<file path="config.mk">
export PLATFORM = sky130hd
export DESIGN_NAME = uart_buzzer_alarm_controller
export DESIGN_NICKNAME = d
export VERILOG_FILES = /design/src/ubac_pkg.sv /design/src/uart_buzzer_alarm_controller.sv
export SDC_FILE = /design/constraint.sdc
export NUM_CORES = 1
export LEC_CHECK = 0
export BUFFER_PORTS_ARGS = -buffer_cell sky130_fd_sc_hd__buf_2
export CORE_ASPECT_RATIO = 0.6
export CORE_MARGIN = 3
export CORE_UTILIZATION = 65
export CTS_CLUSTER_DIAMETER = 100
export CTS_CLUSTER_SIZE = 25
export DETAILED_ROUTE_END_ITERATION = 7
export GPL_TIMING_DRIVEN = 0
export PLACE_DENSITY = 0.85
export SYNTH_ARGS = -nofsm -noshare
export SYNTH_HDL_FRONTEND = slang
export SYNTH_SLANG_ARGS = --single-unit
</file>
<file path="constraint.sdc">
create_clock -name clk_i -period 11.11 [get_ports clk_i]
set_input_delay 0.5555 -clock clk_i [delete_from_list [all_inputs] [get_ports clk_i]]
set_output_delay 0.5555 -clock clk_i [all_outputs]
set_load 0.02 [all_outputs]
</file>
<file path="src/ubac_pkg.sv">
package ubac_pkg;

  localparam int unsigned MaxResults = 7;

  // opcodes
  localparam logic [1:0] OP_BYTE   = 2'd0;
  localparam logic [1:0] OP_TICK   = 2'd1;
  localparam logic [1:0] OP_SENSOR = 2'd2;

  // config register indexes
  localparam logic [2:0] CFG_BEEP_ON   = 3'd0;
  localparam logic [2:0] CFG_BEEP_OFF  = 3'd1;
  localparam logic [2:0] CFG_ALARM_MAX = 3'd2;
  localparam logic [2:0] CFG_HELLO     = 3'd3;
  localparam logic [2:0] CFG_DUTY      = 3'd4;
  localparam logic [2:0] CFG_CHIME_ON  = 3'd5;
  localparam logic [2:0] CFG_CHIME_OFF = 3'd6;

  // config reset values
  localparam logic [15:0] BEEP_ON_RST   = 16'd250;
  localparam logic [15:0] BEEP_OFF_RST  = 16'd180;
  localparam logic [19:0] ALARM_MAX_RST = 20'd300000;
  localparam logic [15:0] HELLO_RST     = 16'd10000;
  localparam logic [39:0] DUTY_RST      = 40'd547396800572;
  localparam logic [7:0]  CHIME_ON_RST  = 8'd90;
  localparam logic [7:0]  CHIME_OFF_RST = 8'd20;

  // frame bytes and commands
  localparam logic [7:0] SOF_BYTE   = 8'h7E;
  localparam logic [7:0] ACK_BYTE   = 8'hAA;
  localparam logic [7:0] HELLO_BYTE = 8'hEE;
  localparam logic [7:0] CMD_START  = 8'h01;
  localparam logic [7:0] CMD_STOP   = 8'h02;
  localparam logic [7:0] CMD_CHIME  = 8'h03;
  localparam logic [7:0] CMD_VOL1   = 8'h11;
  localparam logic [7:0] CMD_VOL5   = 8'h15;
  localparam logic [7:0] CMD_READ   = 8'h20;
  localparam logic [7:0] CMD_PING   = 8'hF0;

  localparam logic [15:0] TEMP_NONE = 16'h8000;
  localparam logic [13:0] HUM_MAX   = 14'd10000;
  localparam logic [2:0]  VOL_RST   = 3'd2;

endpackage

</file>
<file path="src/uart_buzzer_alarm_controller.sv">
// Alarm buzzer controller with a framed serial command link.
// Input channel (in_valid_i / in_stall_o): one item per accept, opcode_i
// selects a received byte, a millisecond tick or a sensor reading.
// Output channel (out_valid_o / out_stall_i): one to seven results per item,
// last_o marks the final one; every result carries the buzzer duty and the
// alarm flag as they stand after the item.
// Config channel (cfg_valid_i / cfg_ready_o): always ready, write only while
// the block is idle.
// The first result of an item goes through the result buffer and then the
// output register. The buffer frees when an item's last result is popped,
// so single-result items flow at one per cycle while the receiver does not
// stall; a read reply has seven results, a beacon three.
// The result buffer holds one item's burst and the output register one
// result, so a stalled receiver holds one more item before in_stall_o rises.
// Reset: all state and config registers return to their defaults, the
// buffer and output register empty; the first tick sends a beacon.
module uart_buzzer_alarm_controller
  import ubac_pkg::*;
(
  input  logic               clk_i,
  input  logic               rst_ni,
  input  logic               in_valid_i,
  output logic               in_stall_o,
  input  logic [1:0]         opcode_i,
  input  logic [7:0]         rx_byte_i,
  input  logic               sensor_ok_i,
  input  logic signed [15:0] temp_centi_i,
  input  logic [15:0]        hum_centi_i,
  output logic               out_valid_o,
  input  logic               out_stall_i,
  output logic               tx_valid_o,
  output logic [7:0]         tx_byte_o,
  output logic               last_o,
  output logic [7:0]         buzzer_duty_o,
  output logic               alarm_on_o,
  input  logic               cfg_valid_i,
  output logic               cfg_ready_o,
  input  logic [2:0]         cfg_index_i,
  input  logic [39:0]        cfg_data_i
);

  localparam logic [1:0] CH_IDLE = 2'd0;
  localparam logic [1:0] CH_ON   = 2'd1;
  localparam logic [1:0] CH_OFF  = 2'd2;

  localparam logic [1:0] FP_IDLE = 2'd0;
  localparam logic [1:0] FP_CMD  = 2'd1;
  localparam logic [1:0] FP_SUM  = 2'd2;

  // config
  logic [15:0] beep_on_q, beep_off_q, hello_per_q;
  logic [19:0] alarm_max_q;
  logic [39:0] duty_tab_q;
  logic [7:0]  chime_on_q, chime_off_q;

  // state
  logic [1:0]  fp_q, fp_d;
  logic [7:0]  cmd_q, cmd_d;
  logic        alarm_q, alarm_d;
  logic        beep_q, beep_d;
  logic [2:0]  vol_q, vol_d;
  logic [19:0] ae_q, ae_d;
  logic [15:0] te_q, te_d;
  logic [15:0] he_q, he_d;
  logic        hfirst_q, hfirst_d;
  logic [1:0]  ph_q, ph_d;
  logic [7:0]  ccnt_q, ccnt_d;
  logic [15:0] temp_q, temp_d;
  logic [13:0] hum_q, hum_d;

  // result buffer
  logic [7:0]  buf_q [MaxResults];
  logic [7:0]  buf_d [MaxResults];
  logic [2:0]  cnt_q, txn;
  logic        txv_q;
  logic [7:0]  bduty_q, duty_d;
  logic        balarm_q;

  logic        accept, pop, settle;
  logic [15:0] beep_lim;
  logic [7:0]  chime_lim, ccnt_inc, chk;
  logic [2:0]  vsel;

  assign cfg_ready_o = 1'b1;
  assign pop         = (cnt_q != 3'd0) && (!out_valid_o || !out_stall_i);
  assign in_stall_o  = !((cnt_q == 3'd0) || ((cnt_q == 3'd1) && pop));
  assign accept      = in_valid_i && !in_stall_o;

  always_comb begin
    fp_d     = fp_q;
    cmd_d    = cmd_q;
    alarm_d  = alarm_q;
    beep_d   = beep_q;
    vol_d    = vol_q;
    ae_d     = ae_q;
    te_d     = te_q;
    he_d     = he_q;
    hfirst_d = hfirst_q;
    ph_d     = ph_q;
    ccnt_d   = ccnt_q;
    temp_d   = temp_q;
    hum_d    = hum_q;
    settle   = 1'b0;
    txn      = 3'd0;
    for (int i = 0; i < MaxResults; i++) begin
      buf_d[i] = 8'h00;
    end
    beep_lim  = beep_q ? beep_on_q : beep_off_q;
    chime_lim = (ph_q == CH_ON) ? chime_on_q : chime_off_q;
    ccnt_inc  = ccnt_q + 8'd1;
    chk       = SOF_BYTE ^ CMD_READ ^ temp_q[15:8] ^ temp_q[7:0] ^
                {2'b00, hum_q[13:8]} ^ hum_q[7:0];

    unique case (opcode_i)
      OP_BYTE: begin
        if (fp_q == FP_CMD) begin
          cmd_d = rx_byte_i;
          fp_d  = FP_SUM;
        end else if (fp_q == FP_SUM) begin
          fp_d = FP_IDLE;
          if (rx_byte_i == (SOF_BYTE ^ cmd_q)) begin
            if (cmd_q == CMD_START || (cmd_q >= CMD_VOL1 && cmd_q <= CMD_VOL5)) begin
              vol_d   = (cmd_q == CMD_START) ? VOL_RST : cmd_q[2:0];
              alarm_d = 1'b1;
              ae_d    = '0;
              te_d    = '0;
              beep_d  = 1'b1;
              txn     = 3'd1;
              buf_d[0] = ACK_BYTE;
            end else if (cmd_q == CMD_STOP) begin
              alarm_d  = 1'b0;
              beep_d   = 1'b0;
              txn      = 3'd1;
              buf_d[0] = ACK_BYTE;
            end else if (cmd_q == CMD_CHIME) begin
              ph_d     = CH_ON;
              ccnt_d   = '0;
              settle   = 1'b1;
              txn      = 3'd1;
              buf_d[0] = ACK_BYTE;
            end else if (cmd_q == CMD_PING) begin
              txn      = 3'd1;
              buf_d[0] = ACK_BYTE;
            end else if (cmd_q == CMD_READ) begin
              txn      = 3'd7;
              buf_d[0] = SOF_BYTE;
              buf_d[1] = CMD_READ;
              buf_d[2] = temp_q[15:8];
              buf_d[3] = temp_q[7:0];
              buf_d[4] = {2'b00, hum_q[13:8]};
              buf_d[5] = hum_q[7:0];
              buf_d[6] = chk;
            end
          end
        end else begin
          fp_d = (rx_byte_i == SOF_BYTE) ? FP_CMD : FP_IDLE;
        end
      end
      OP_TICK: begin
        if (hfirst_q || he_q >= hello_per_q) begin
          hfirst_d = 1'b0;
          he_d     = '0;
          txn      = 3'd3;
          buf_d[0] = SOF_BYTE;
          buf_d[1] = HELLO_BYTE;
          buf_d[2] = SOF_BYTE ^ HELLO_BYTE;
        end else begin
          he_d = he_q + 16'd1;
        end
        if (alarm_q) begin
          if (ae_q >= alarm_max_q) begin
            alarm_d = 1'b0;
            beep_d  = 1'b0;
          end else begin
            ae_d = ae_q + 20'd1;
            if (te_q >= beep_lim) begin
              te_d   = '0;
              beep_d = !beep_q;
            end else begin
              te_d = te_q + 16'd1;
            end
          end
        end
        if (ph_q == CH_ON || ph_q == CH_OFF) begin
          ccnt_d = ccnt_inc;
          if (ccnt_inc >= chime_lim) begin
            ph_d   = (ph_q == CH_ON) ? CH_OFF : CH_IDLE;
            ccnt_d = '0;
          end
        end
        settle = 1'b1;
      end
      OP_SENSOR: begin
        if (sensor_ok_i) begin
          temp_d = temp_centi_i;
          hum_d  = (hum_centi_i > 16'(HUM_MAX)) ? HUM_MAX : hum_centi_i[13:0];
        end else begin
          temp_d = TEMP_NONE;
          hum_d  = '0;
        end
      end
      default: begin
      end
    endcase

    if (settle) begin
      if (ph_d == CH_ON && chime_on_q == 8'd0) begin
        ph_d   = CH_OFF;
        ccnt_d = '0;
      end
      if (ph_d == CH_OFF && chime_off_q == 8'd0) begin
        ph_d   = CH_IDLE;
        ccnt_d = '0;
      end
      if (ph_d != CH_IDLE && ph_d != CH_ON && ph_d != CH_OFF) begin
        ph_d   = CH_IDLE;
        ccnt_d = '0;
      end
    end

    vsel = vol_d;
    if (vsel < 3'd1) vsel = 3'd1;
    if (vsel > 3'd5) vsel = 3'd5;

    priority if (ph_d == CH_ON) begin
      duty_d = 8'h00;
      unique case (vsel)
        3'd1:    duty_d = duty_tab_q[7:0];
        3'd2:    duty_d = duty_tab_q[15:8];
        3'd3:    duty_d = duty_tab_q[23:16];
        3'd4:    duty_d = duty_tab_q[31:24];
        default: duty_d = duty_tab_q[39:32];
      endcase
    end else if (ph_d == CH_OFF) begin
      duty_d = 8'h00;
    end else if (alarm_d && beep_d) begin
      unique case (vsel)
        3'd1:    duty_d = duty_tab_q[7:0];
        3'd2:    duty_d = duty_tab_q[15:8];
        3'd3:    duty_d = duty_tab_q[23:16];
        3'd4:    duty_d = duty_tab_q[31:24];
        default: duty_d = duty_tab_q[39:32];
      endcase
    end else begin
      duty_d = 8'h00;
    end
  end

  always_ff @(posedge clk_i or negedge rst_ni) begin
    if (!rst_ni) begin
      beep_on_q   <= BEEP_ON_RST;
      beep_off_q  <= BEEP_OFF_RST;
      alarm_max_q <= ALARM_MAX_RST;
      hello_per_q <= HELLO_RST;
      duty_tab_q  <= DUTY_RST;
      chime_on_q  <= CHIME_ON_RST;
      chime_off_q <= CHIME_OFF_RST;
    end else if (cfg_valid_i && cfg_ready_o) begin
      unique case (cfg_index_i)
        CFG_BEEP_ON:   beep_on_q   <= cfg_data_i[15:0];
        CFG_BEEP_OFF:  beep_off_q  <= cfg_data_i[15:0];
        CFG_ALARM_MAX: alarm_max_q <= cfg_data_i[19:0];
        CFG_HELLO:     hello_per_q <= cfg_data_i[15:0];
        CFG_DUTY:      duty_tab_q  <= cfg_data_i;
        CFG_CHIME_ON:  chime_on_q  <= cfg_data_i[7:0];
        CFG_CHIME_OFF: chime_off_q <= cfg_data_i[7:0];
        default: begin
        end
      endcase
    end
  end

  always_ff @(posedge clk_i or negedge rst_ni) begin
    if (!rst_ni) begin
      fp_q     <= FP_IDLE;
      cmd_q    <= '0;
      alarm_q  <= 1'b0;
      beep_q   <= 1'b0;
      vol_q    <= VOL_RST;
      ae_q     <= '0;
      te_q     <= '0;
      he_q     <= '0;
      hfirst_q <= 1'b1;
      ph_q     <= CH_IDLE;
      ccnt_q   <= '0;
      temp_q   <= TEMP_NONE;
      hum_q    <= '0;
    end else if (accept) begin
      fp_q     <= fp_d;
      cmd_q    <= cmd_d;
      alarm_q  <= alarm_d;
      beep_q   <= beep_d;
      vol_q    <= vol_d;
      ae_q     <= ae_d;
      te_q     <= te_d;
      he_q     <= he_d;
      hfirst_q <= hfirst_d;
      ph_q     <= ph_d;
      ccnt_q   <= ccnt_d;
      temp_q   <= temp_d;
      hum_q    <= hum_d;
    end
  end

  // result buffer: head at index 0, shifts on each pop
  always_ff @(posedge clk_i or negedge rst_ni) begin
    if (!rst_ni) begin
      cnt_q <= '0;
    end else if (accept) begin
      cnt_q <= (txn == 3'd0) ? 3'd1 : txn;
    end else if (pop) begin
      cnt_q <= cnt_q - 3'd1;
    end
  end

  always_ff @(posedge clk_i) begin
    if (accept) begin
      buf_q    <= buf_d;
      txv_q    <= (txn != 3'd0);
      bduty_q  <= duty_d;
      balarm_q <= alarm_d;
    end else if (pop) begin
      for (int i = 0; i < MaxResults - 1; i++) begin
        buf_q[i] <= buf_q[i+1];
      end
      buf_q[MaxResults-1] <= 8'h00;
    end
  end

  // output register
  always_ff @(posedge clk_i or negedge rst_ni) begin
    if (!rst_ni) begin
      out_valid_o <= 1'b0;
    end else if (pop) begin
      out_valid_o <= 1'b1;
    end else if (!out_stall_i) begin
      out_valid_o <= 1'b0;
    end
  end

  always_ff @(posedge clk_i) begin
    if (pop) begin
      tx_valid_o    <= txv_q;
      tx_byte_o     <= txv_q ? buf_q[0] : 8'h00;
      last_o        <= (cnt_q == 3'd1);
      buzzer_duty_o <= bduty_q;
      alarm_on_o    <= balarm_q;
    end
  end

endmodule

</file>
==> results.ini, run 1 <==
[clock_network]
clockBufferDepth = 3
cts_root_buf = clkbuf_16
cts_tree = done
clock_latency_ns = 0.53
hold_buffers = 0
cts-resized-gates = 0
numClockSinks = 321
postCtsSetupBuffers = 0
clk_pin_slew_ns = 0.10
h-tree-depth = 1
cts_buffers = 16

[placed_design]
placedCellCount = 1889
place_congestion = 0.894
port_buffers = 109
post_dp_cell_area_um2 = 17100
post-dp-hpwl_mm = 29.7

[cells_and_area]
fillers = 1602
stdcell_count = 1917
mostFrequentLayoutCells = nand2_1 (197), dfrtp_1 (183), mux2_2 (114)
num_antenna_cells = 0
drive_above_1_share_pct = 21.0
layout.nets = 1751
finalInstanceArea_um2 = 17600
layout_commonest_cell = nand2_1
syn_to_final_growth_pct = 9.56

[grt]
grt_util_met1_pct = 46.6
grt_pass1_wl_mm = 63.0
grt.total_usage_pct = 29.8
overflow = 0
grt_max_degree = 84
grt.busiest_layer = met1
grt_pass1_vias = 11600
grt_antenna_before_repair = 0
met3_usage_pct = 7.04
use_met2_pct = 42.5

[critical_path]
crit_path_max_fanout = 10
startpoint_type = flop
crit_top_cell = clkbuf_1
reg2reg_from = beep_q
arrival_ns = 5.12
required_ns = 11.53
crit_family = buffers and inverters
worstSetupPathType = flop to flop
worstSetupStartpoint = beep_q
critPathMaxStageDelay_ns = 0.65
cp_num_buf_inv = 4
end_kind = flop
cp_cell_sequence = clkbuf_1 > clkbuf_1 > buf_1 > mux2i_1 > ha_1 > a21oi_1 > o21ai_0 > a21oi_1 > o21bai_1 > a21o_1 > a211o_1 > or2_2 > clkbuf_1 > o31ai_1
cp_slowest_cell = clkbuf_1

[floorplan]
dieWidth_um = 209
num_rows = 43
start_util_pct = 67.8
num_io_pins = 113
core_area_um2 = 23700
dieHeight_um = 128
die-area_um2 = 26700

[timing]
fin_crit_ns = 4.71
tns_ns = 0
max_freq_mhz = 213
finClkSkew_ns = 0.0197
rsz0062_at_grt = false
timing.final.hold_violations = 0
relSlewSlack_pct = 13.8
fin_crit_sh_pct = 42.4
setup_viol = 0
drv_slew = 0
worstMarginPinSlew_ns = 1.29

[status]
status = complete, no violations

[logic_synthesis]
ys_seq_area_share_pct = 53.1
yosys_most_used_dff = dfrtp_1
synthArstFlopShare_pct = 73.5
synth_area_um2 = 16100
ys_types = 74
synth-seq-cells = 321
synth_cells = 1461
synth_edf_count = 85
avgSynthCellArea_um2 = 11.0
synth_warnings = 0
syn-num-nets = 1620

[pwr]
vdd_ir_drop_max_mv = 0.138
leakage_nw = 7.77
powerDensity_nw_per_um2 = 189

[route]
routed_wl_mm = 39.8
vias = 12000
drt_first_pass_iters = 5
via_per_inst = 6.27
wl_per_cell_um = 20.8
ant_nets = 0
drc_errors = 0
drtIter0Drc = 1470

[min_path]
min_path_type = input pin to asynchronous set/reset pin

[job]
max_cap_violations = 0

==> layout make-up <==
class,count,area [um^2],share of cell area [%]
buffer,62,240,1.37
multi-input combinational,1019,7080,40.3
clock buffer,26,438,2.49
inverter,59,221,1.26
timing repair buffer,113,646,3.67
tap,315,394,2.24
sequential,321,8520,48.4
clock inverter,2,46.3,0.263
==> cells by family after synthesis <==
kind of cell,count (synthesis),share of synthesized area (%)
buffers and inverters,121,2.87
and+or+nand+nor,484,15.0
AOI/OAI and AO/OA,249,9.82
muxes,155,10.6
other,1,0.0234
xor gates and xnor gates,62,3.38
adders and majority gates,68,5.30
DFF,321,53.1
==> synthesized netlist by cell type (all sizes together) (41+ instances only) <==
cell type | n | share of area (%)
mux2i | 41 | 2.6
dfstp | 53 | 8.7
mux2 | 114 | 8.0
ha | 68 | 5.3
nor2 | 74 | 1.8
edfxtp | 85 | 16
nand3 | 49 | 1.6
inv | 58 | 1.4
dfrtp | 183 | 29
nand2 | 198 | 4.7
clkbuf | 55 | 1.3
o21ai | 110 | 3.4
a21oi | 54 | 2.0
==> registers in the layout (all words and copies together) (netlist names), 8 cells and up <==
name,count
ae_q,20
alarm_max_q,20
bduty_q,8
beep_off_q,16
beep_on_q,16
buf_q,56
buzzer_duty_o,8
ccnt_q,8
chime_off_q,8
chime_on_q,8
cmd_q,8
duty_tab_q,40
he_q,16
hello_per_q,16
hum_q,14
te_q,16
temp_q,16
tx_byte_o,8
==> routing by layer <==
layer  routed length [um]  up-vias  part of all wire, %
met4                  944        0                  2.4
met3                 4360       76                   11
met1                18200     5925                   46
met2                16300      591                   41
met5                    0        -                    0
li1                     -     5424                    -
==> report_power, final <==
| group | leakage, nW | switching [mW] | internal [mW] |
|---|---|---|---|
| clock | 0.230 | 0.377 | 0.301 |
| sequential | 3.76 | 0.171 | 1.58 |
| combinational | 3.78 | 0.519 | 0.367 |
==> stage by stage <==
stage | hold slack, ns | util [%] | setup WS [ns] | total power [mW]
after floorplan | 0.260 | - | 7.26 | 2.33
after global placement | 0.401 | 71.8 | 5.42 | 2.57
after detailed placement | 0.406 | 72.3 | 6.51 | 2.64
after CTS | 0.0545 | 74.3 | 6.46 | 3.31
after global routing | 0.0671 | 74.3 | 6.04 | 3.49
final | 0.00970 | 74.3 | 6.40 | 3.32
==> worst paths after layout <==
path,depth (start not counted),slack (ns),end
setup / recovery,14,6.40,te_q[7]
hold / removal,1,0.01,beep_off_q[1]
setup reg to reg,14,6.40,te_q[7]
hold reg to reg,0,0.43,buzzer_duty_o[1]
max in group asynchronous,2,10.21,alarm_max_q[15]
min in group clk_i,2,0.26,duty_tab_q[26]
No activity file was read; power rests on OpenSTA's default activity.
==> run 2, diff against run 1 <==
--- a/config.mk
+++ b/config.mk
@@ -8,12 +8,12 @@
 export BUFFER_PORTS_ARGS = -buffer_cell sky130_fd_sc_hd__buf_2
 export CORE_ASPECT_RATIO = 0.6
 export CORE_MARGIN = 3
-export CORE_UTILIZATION = 65
+export CORE_UTILIZATION = 61
 export CTS_CLUSTER_DIAMETER = 100
 export CTS_CLUSTER_SIZE = 25
 export DETAILED_ROUTE_END_ITERATION = 7
 export GPL_TIMING_DRIVEN = 0
-export PLACE_DENSITY = 0.85
+export PLACE_DENSITY = 0.8
 export SYNTH_ARGS = -nofsm -noshare
 export SYNTH_HDL_FRONTEND = slang
 export SYNTH_SLANG_ARGS = --single-unit
==> constraint.sdc (replaced) <==
create_clock -name clk_i -period 4.5 [get_ports clk_i]
set_input_delay 0.225 -clock clk_i [delete_from_list [all_inputs] [get_ports clk_i]]
set_output_delay 0.225 -clock clk_i [all_outputs]
set_load 0.02 [all_outputs]
==> results.ini, run 2 (same netlist as run 1, synthesis figures left out) <==
[pwr]
leakage_nw = 8.03
p_total_mw = 8.26
vdd_ir_drop_max_mv = 0.300
powerDensity_nw_per_um2 = 452

[timing]
fin_crit_ns = 4.13
rsz0062_at_grt = false
timing.final.hold_violations = 0
relSlewSlack_pct = 9.22
drv_slew = 0
max_freq_mhz = 242
worstMarginPinSlew_ns = 1.36
fin_ws_ns = 0.368
finClkSkew_ns = 0.0328
setup_viol = 0
finalHoldWorstSlack_ns = 0.0240
fin_crit_sh_pct = 91.8
tns_ns = 0

[floorplan]
dieWidth_um = 215
num_io_pins = 113
num_rows = 45
dieHeight_um = 132
core_area_um2 = 25600
start_util_pct = 62.8
die-area_um2 = 28400

[cells_and_area]
drive_above_1_share_pct = 20.4
regMostFlops = buf_q
mostFrequentLayoutCells = nand2_1 (197), dfrtp_1 (183), mux2_2 (114)
largest_reg_flops = 56
final_util_pct = 71.5
layout_commonest_cell = nand2_1
largestRegisters = buf_q x56, duty_tab_q x40
syn_to_final_growth_pct = 13.8
num_antenna_cells = 0
fillers = 1863
layout.nets = 1812

[route]
drt_first_pass_iters = 6
drtIter0Drc = 1329
via_per_inst = 6.07
routed_wl_mm = 41.5
vias = 12200
wl_per_cell_um = 20.6
drc_errors = 0
ant_nets = 0

[clock_network]
cts_buffers = 16
clock_latency_ns = 0.53
clockBufferDepth = 3
clk_pin_slew_ns = 0.10
cts_tree = done
numClockSinks = 321
cts_root_buf = clkbuf_16
h-tree-depth = 1

[critical_path]
end_kind = flop
crit_path_max_fanout = 10
critPathMaxStageDelay_ns = 0.43
arrival_ns = 4.54
startpoint_type = flop
worstSetupPathType = flop to flop
required_ns = 4.91
cp_cell_sequence = clkbuf_1 > clkbuf_2 > clkbuf_4 > mux2i_1 > ha_1 > a211o_1 > a21oi_1 > o21bai_1 > a21o_1 > a211o_1 > or2_2 > clkbuf_1 > o31ai_1
cp_slowest_cell = a211o_1

[placed_design]
port_buffers = 109
place_congestion = 0.918
post-dp-hpwl_mm = 29.5
dp_slack_ns = -0.126

[grt]
grt_max_degree = 102
grt_pass1_vias = 12000
grt_pass1_wl_mm = 65.8
grt.total_usage_pct = 29.1
grt_antenna_before_repair = 2
overflow = 0

[job]
max_cap_violations = 0

[min_path]
min_path_type = input pin to flop

[status]
status = complete, no violations

[run 2: worst paths after layout]
kind,startpoint,end,slack [ns],cells past startpoint
max in group asynchronous,rst_ni,chime_on_q[3],3.00,4
min reg2reg,bduty_q[5],buzzer_duty_o[5],0.42,0
max reg2reg,beep_q,te_q[7],0.37,13
min in group asynchronous,rst_ni,ae_q[15],0.18,2
max,beep_q,te_q[7],0.37,13
min,cfg_data_i[9],alarm_max_q[9],0.02,3
[run 2: per-layer routing]
metal / track usage, % / up-vias / routed length (um)
li1: - / 5555 / -
met1: 45.0 / 5973 / 18700
met2: 41.4 / 616 / 17200
met3: 7.63 / 96 / 4630
met4: 6.09 / 0 / 934
met5: 0 / - / 0
[run 2: worst max-delay path, delay by kind of cell (launching register included)]
kind	cells	cell delay [ns]
compound gates	6	1.57
simple gates	1	0.32
flops	1	0.34
mux	1	0.31
buf+inv	4	1.20
fa+ha+maj	1	0.29
[run 2: metrics by stage]
step / area (um^2) / std cells
floorplan: 16100 / 1461
global placement: 17000 / 1922
detailed placement: 17200 / 1926
CTS: 18300 / 2014
global route: 18300 / 2015
finish: 18300 / 2015
[run 2: power breakdown]
| part | internal [mW] | leakage [nW] | switching [mW] |
|---|---|---|---|
| sequential | 3.91 | 3.76 | 0.410 |
| combinational | 0.947 | 4.04 | 1.32 |
| clock | 0.743 | 0.230 | 0.939 |
[run 2: cell type report]
| cell class | count | area (um^2) | area share (%) |
|---|---|---|---|
| inverter | 59 | 221 | 1.21 |
| clock buffer | 26 | 438 | 2.40 |
| timing repair buffer | 174 | 1270 | 6.94 |
| buffer | 62 | 245 | 1.34 |
| multi-input combinational | 1019 | 7080 | 38.8 |
| sequential | 321 | 8520 | 46.7 |
| clock inverter | 2 | 46.3 | 0.253 |
| tap | 352 | 440 | 2.41 |
[run 2: timing repair]
item,4_1_cts,5_1_grt
gates cloned,0,0
hold buffers,60,1
buffers inserted,0,0
hold endpoints to repair,115,1
setup endpoints to repair,16,16
gates resized for setup,1,3
==> run 3, diff against run 2 <==
--- a/config.mk
+++ b/config.mk
@@ -5,7 +5,7 @@
 export SDC_FILE = /design/constraint.sdc
 export NUM_CORES = 1
 export LEC_CHECK = 0
-export BUFFER_PORTS_ARGS = -buffer_cell sky130_fd_sc_hd__buf_2
+export BUFFER_PORTS_ARGS = -buffer_cell sky130_fd_sc_hd__buf_4
 export CORE_ASPECT_RATIO = 0.6
 export CORE_MARGIN = 3
 export CORE_UTILIZATION = 61
==> constraint.sdc (replaced) <==
create_clock -name clk_i -period 4.1 [get_ports clk_i]
set_input_delay 0.205 -clock clk_i [delete_from_list [all_inputs] [get_ports clk_i]]
set_output_delay 0.205 -clock clk_i [all_outputs]
set_load 0.02 [all_outputs]
==> results.ini, run 3 (same netlist as run 1, synthesis figures left out) <==
[min_path]
min_path_type = input pin to flop
min_to = hum_q[9]
hold_start = hum_centi_i[9]
hold_depth = 3

[grt]
grt.total_usage_pct = 28.9
overflow = 0
grt_max_degree = 95
grt_pass1_wl_mm = 65.2
grt_antenna_before_repair = 3
grt_pass1_vias = 11900

[cells_and_area]
syn_to_final_growth_pct = 16.0
layout_commonest_cell = nand2_1
final_util_pct = 72.9
largestRegisters = buf_q x56, duty_tab_q x40
regMostFlops = buf_q
mostFrequentLayoutCells = nand2_1 (197), dfrtp_1 (183), mux2_2 (114)
layout.nets = 1820
drive_above_1_share_pct = 20.3
largest_reg_flops = 56
num_antenna_cells = 0

[timing]
worstMarginPinSlew_ns = 1.31
fin_ws_ns = 0.205
timing.final.hold_violations = 0
drv_slew = 0
rsz0062_at_grt = false
fin_crit_ns = 3.90
fin_crit_sh_pct = 95.0
setup_viol = 0
finClkSkew_ns = 0.0246
relSlewSlack_pct = 12.8
max_freq_mhz = 257

[route]
ant_nets = 0
via_per_inst = 6.00
wl_per_cell_um = 20.1
drt_first_pass_iters = 5
routed_wl_mm = 40.7
drtIter0Drc = 1307
vias = 12100
drc_errors = 0

[critical_path]
r2r-end = bduty_q[3]
required_ns = 4.48
worstSetupPathType = flop to flop
critPathMaxStageDelay_ns = 0.47
end_kind = flop
reg2reg_from = ph_q[1]
reg2reg_depth = 13
arrival_ns = 4.27
startpoint_type = flop
worstSetupStartpoint = ph_q[1]
crit_top_cell = ha_1
cp_num_buf_inv = 1
crit_path_max_fanout = 8
cp_cell_sequence = inv_1 > ha_1 > mux2_2 > ha_1 > nand2b_1 > a211oi_1 > o311a_1 > nor2_1 > o2bb2ai_1 > and4bb_2 > o41ai_4 > nand2_4 > a21oi_2
r2r_setup_slack_ns = 0.20
crit_family = compound AO/OA/AOI/OAI gates
cp_slowest_cell = ha_1

[floorplan]
num_rows = 45
core_area_um2 = 25600
die-area_um2 = 28400
dieHeight_um = 132
num_io_pins = 113
start_util_pct = 62.8
dieWidth_um = 215

[clock_network]
cts_buffers = 16
numClockSinks = 321
clock_latency_ns = 0.52
clk_pin_slew_ns = 0.11
postCtsSetupBuffers = 0
cts_tree = done
clockBufferDepth = 3
h-tree-depth = 1
cts_root_buf = clkbuf_16

[placed_design]
post-dp-hpwl_mm = 29.0
port_buffers = 109
dp_slack_ns = -0.450
place_congestion = 0.906

[pwr]
leakage_nw = 8.16
powerDensity_nw_per_um2 = 488
vdd_ir_drop_max_mv = 0.357

[status]
status = complete, no violations

[job]
max_cap_violations = 0

[run 3: metal layers]
| metal | wire length (um) | vias up | global-route usage [%] | part of all wire, % |
|---|---|---|---|---|
| met3 | 4740 | 85 | 8.57 | 12 |
| met1 | 18400 | 5914 | 44.6 | 45 |
| li1 | - | 5559 | - | - |
| met2 | 16600 | 586 | 40.1 | 41 |
| met5 | 0 | - | 0 | 0 |
| met4 | 943 | 0 | 6.60 | 2.3 |
[run 3: metrics by stage]
| step | power [mW] | cell area (um^2) | hold WS [ns] | cells | TNS [ns] |
|---|---|---|---|---|---|
| final | 9.09 | 18600 | 0.0178 | 2023 | 0 |
| after global routing | 9.62 | 18600 | 0.0208 | 2023 | 0 |
| after CTS | 9.07 | 18600 | 0.00637 | 2024 | 0 |
| after detailed placement | 7.20 | 17400 | 0.189 | 1926 | -7.12 |
| after global placement | 7.04 | 17300 | 0.401 | 1922 | -59.83 |
| after floorplan | 6.31 | 16100 | -0.0906 | 1461 | 0 |
[run 3: worst max path at each step]
stage                     cells after the start         end
after floorplan                               5    buf_q[0]
after global placement                        5    buf_q[3]
after detailed placement                     14  bduty_q[3]
after CTS                                    14     te_q[8]
after global routing                         14     te_q[8]
final                                        13  bduty_q[3]
[run 3: layout make-up]
class | instances | area [um^2]
Fill cell | 1812 | 6930
Timing Repair Buffer | 183 | 1630
Buffer | 61 | 244
Sequential cell | 321 | 8520
Clock inverter | 2 | 46.3
Tap cell | 352 | 440
Inverter | 59 | 221
Clock buffer | 26 | 438
Multi-Input combinational cell | 1019 | 7090
[run 3: what timing repair did]
action	CTS	global route
resized for setup	2	5
hold endpoints to repair	169	0
setup endpoints to repair	23	19
hold buffers	70	0
[run 3: report_power, final]
group,switching [mW],internal [mW],total [mW]
Combinational,1.42,1.10,2.52
Sequential,0.444,4.29,4.73
Clock,1.03,0.816,1.84
Total,2.89,6.20,9.09
[run 3: worst reg2reg max path, cell delays in order (launching register included)]
cell	delay [ns]
dfrtp_1	0.41
inv_1	0.12
ha_1	0.47
mux2_2	0.41
ha_1	0.27
nand2b_1	0.09
a211oi_1	0.07
o311a_1	0.33
nor2_1	0.30
o2bb2ai_1	0.23
and4bb_2	0.31
o41ai_4	0.39
nand2_4	0.19
a21oi_2	0.15
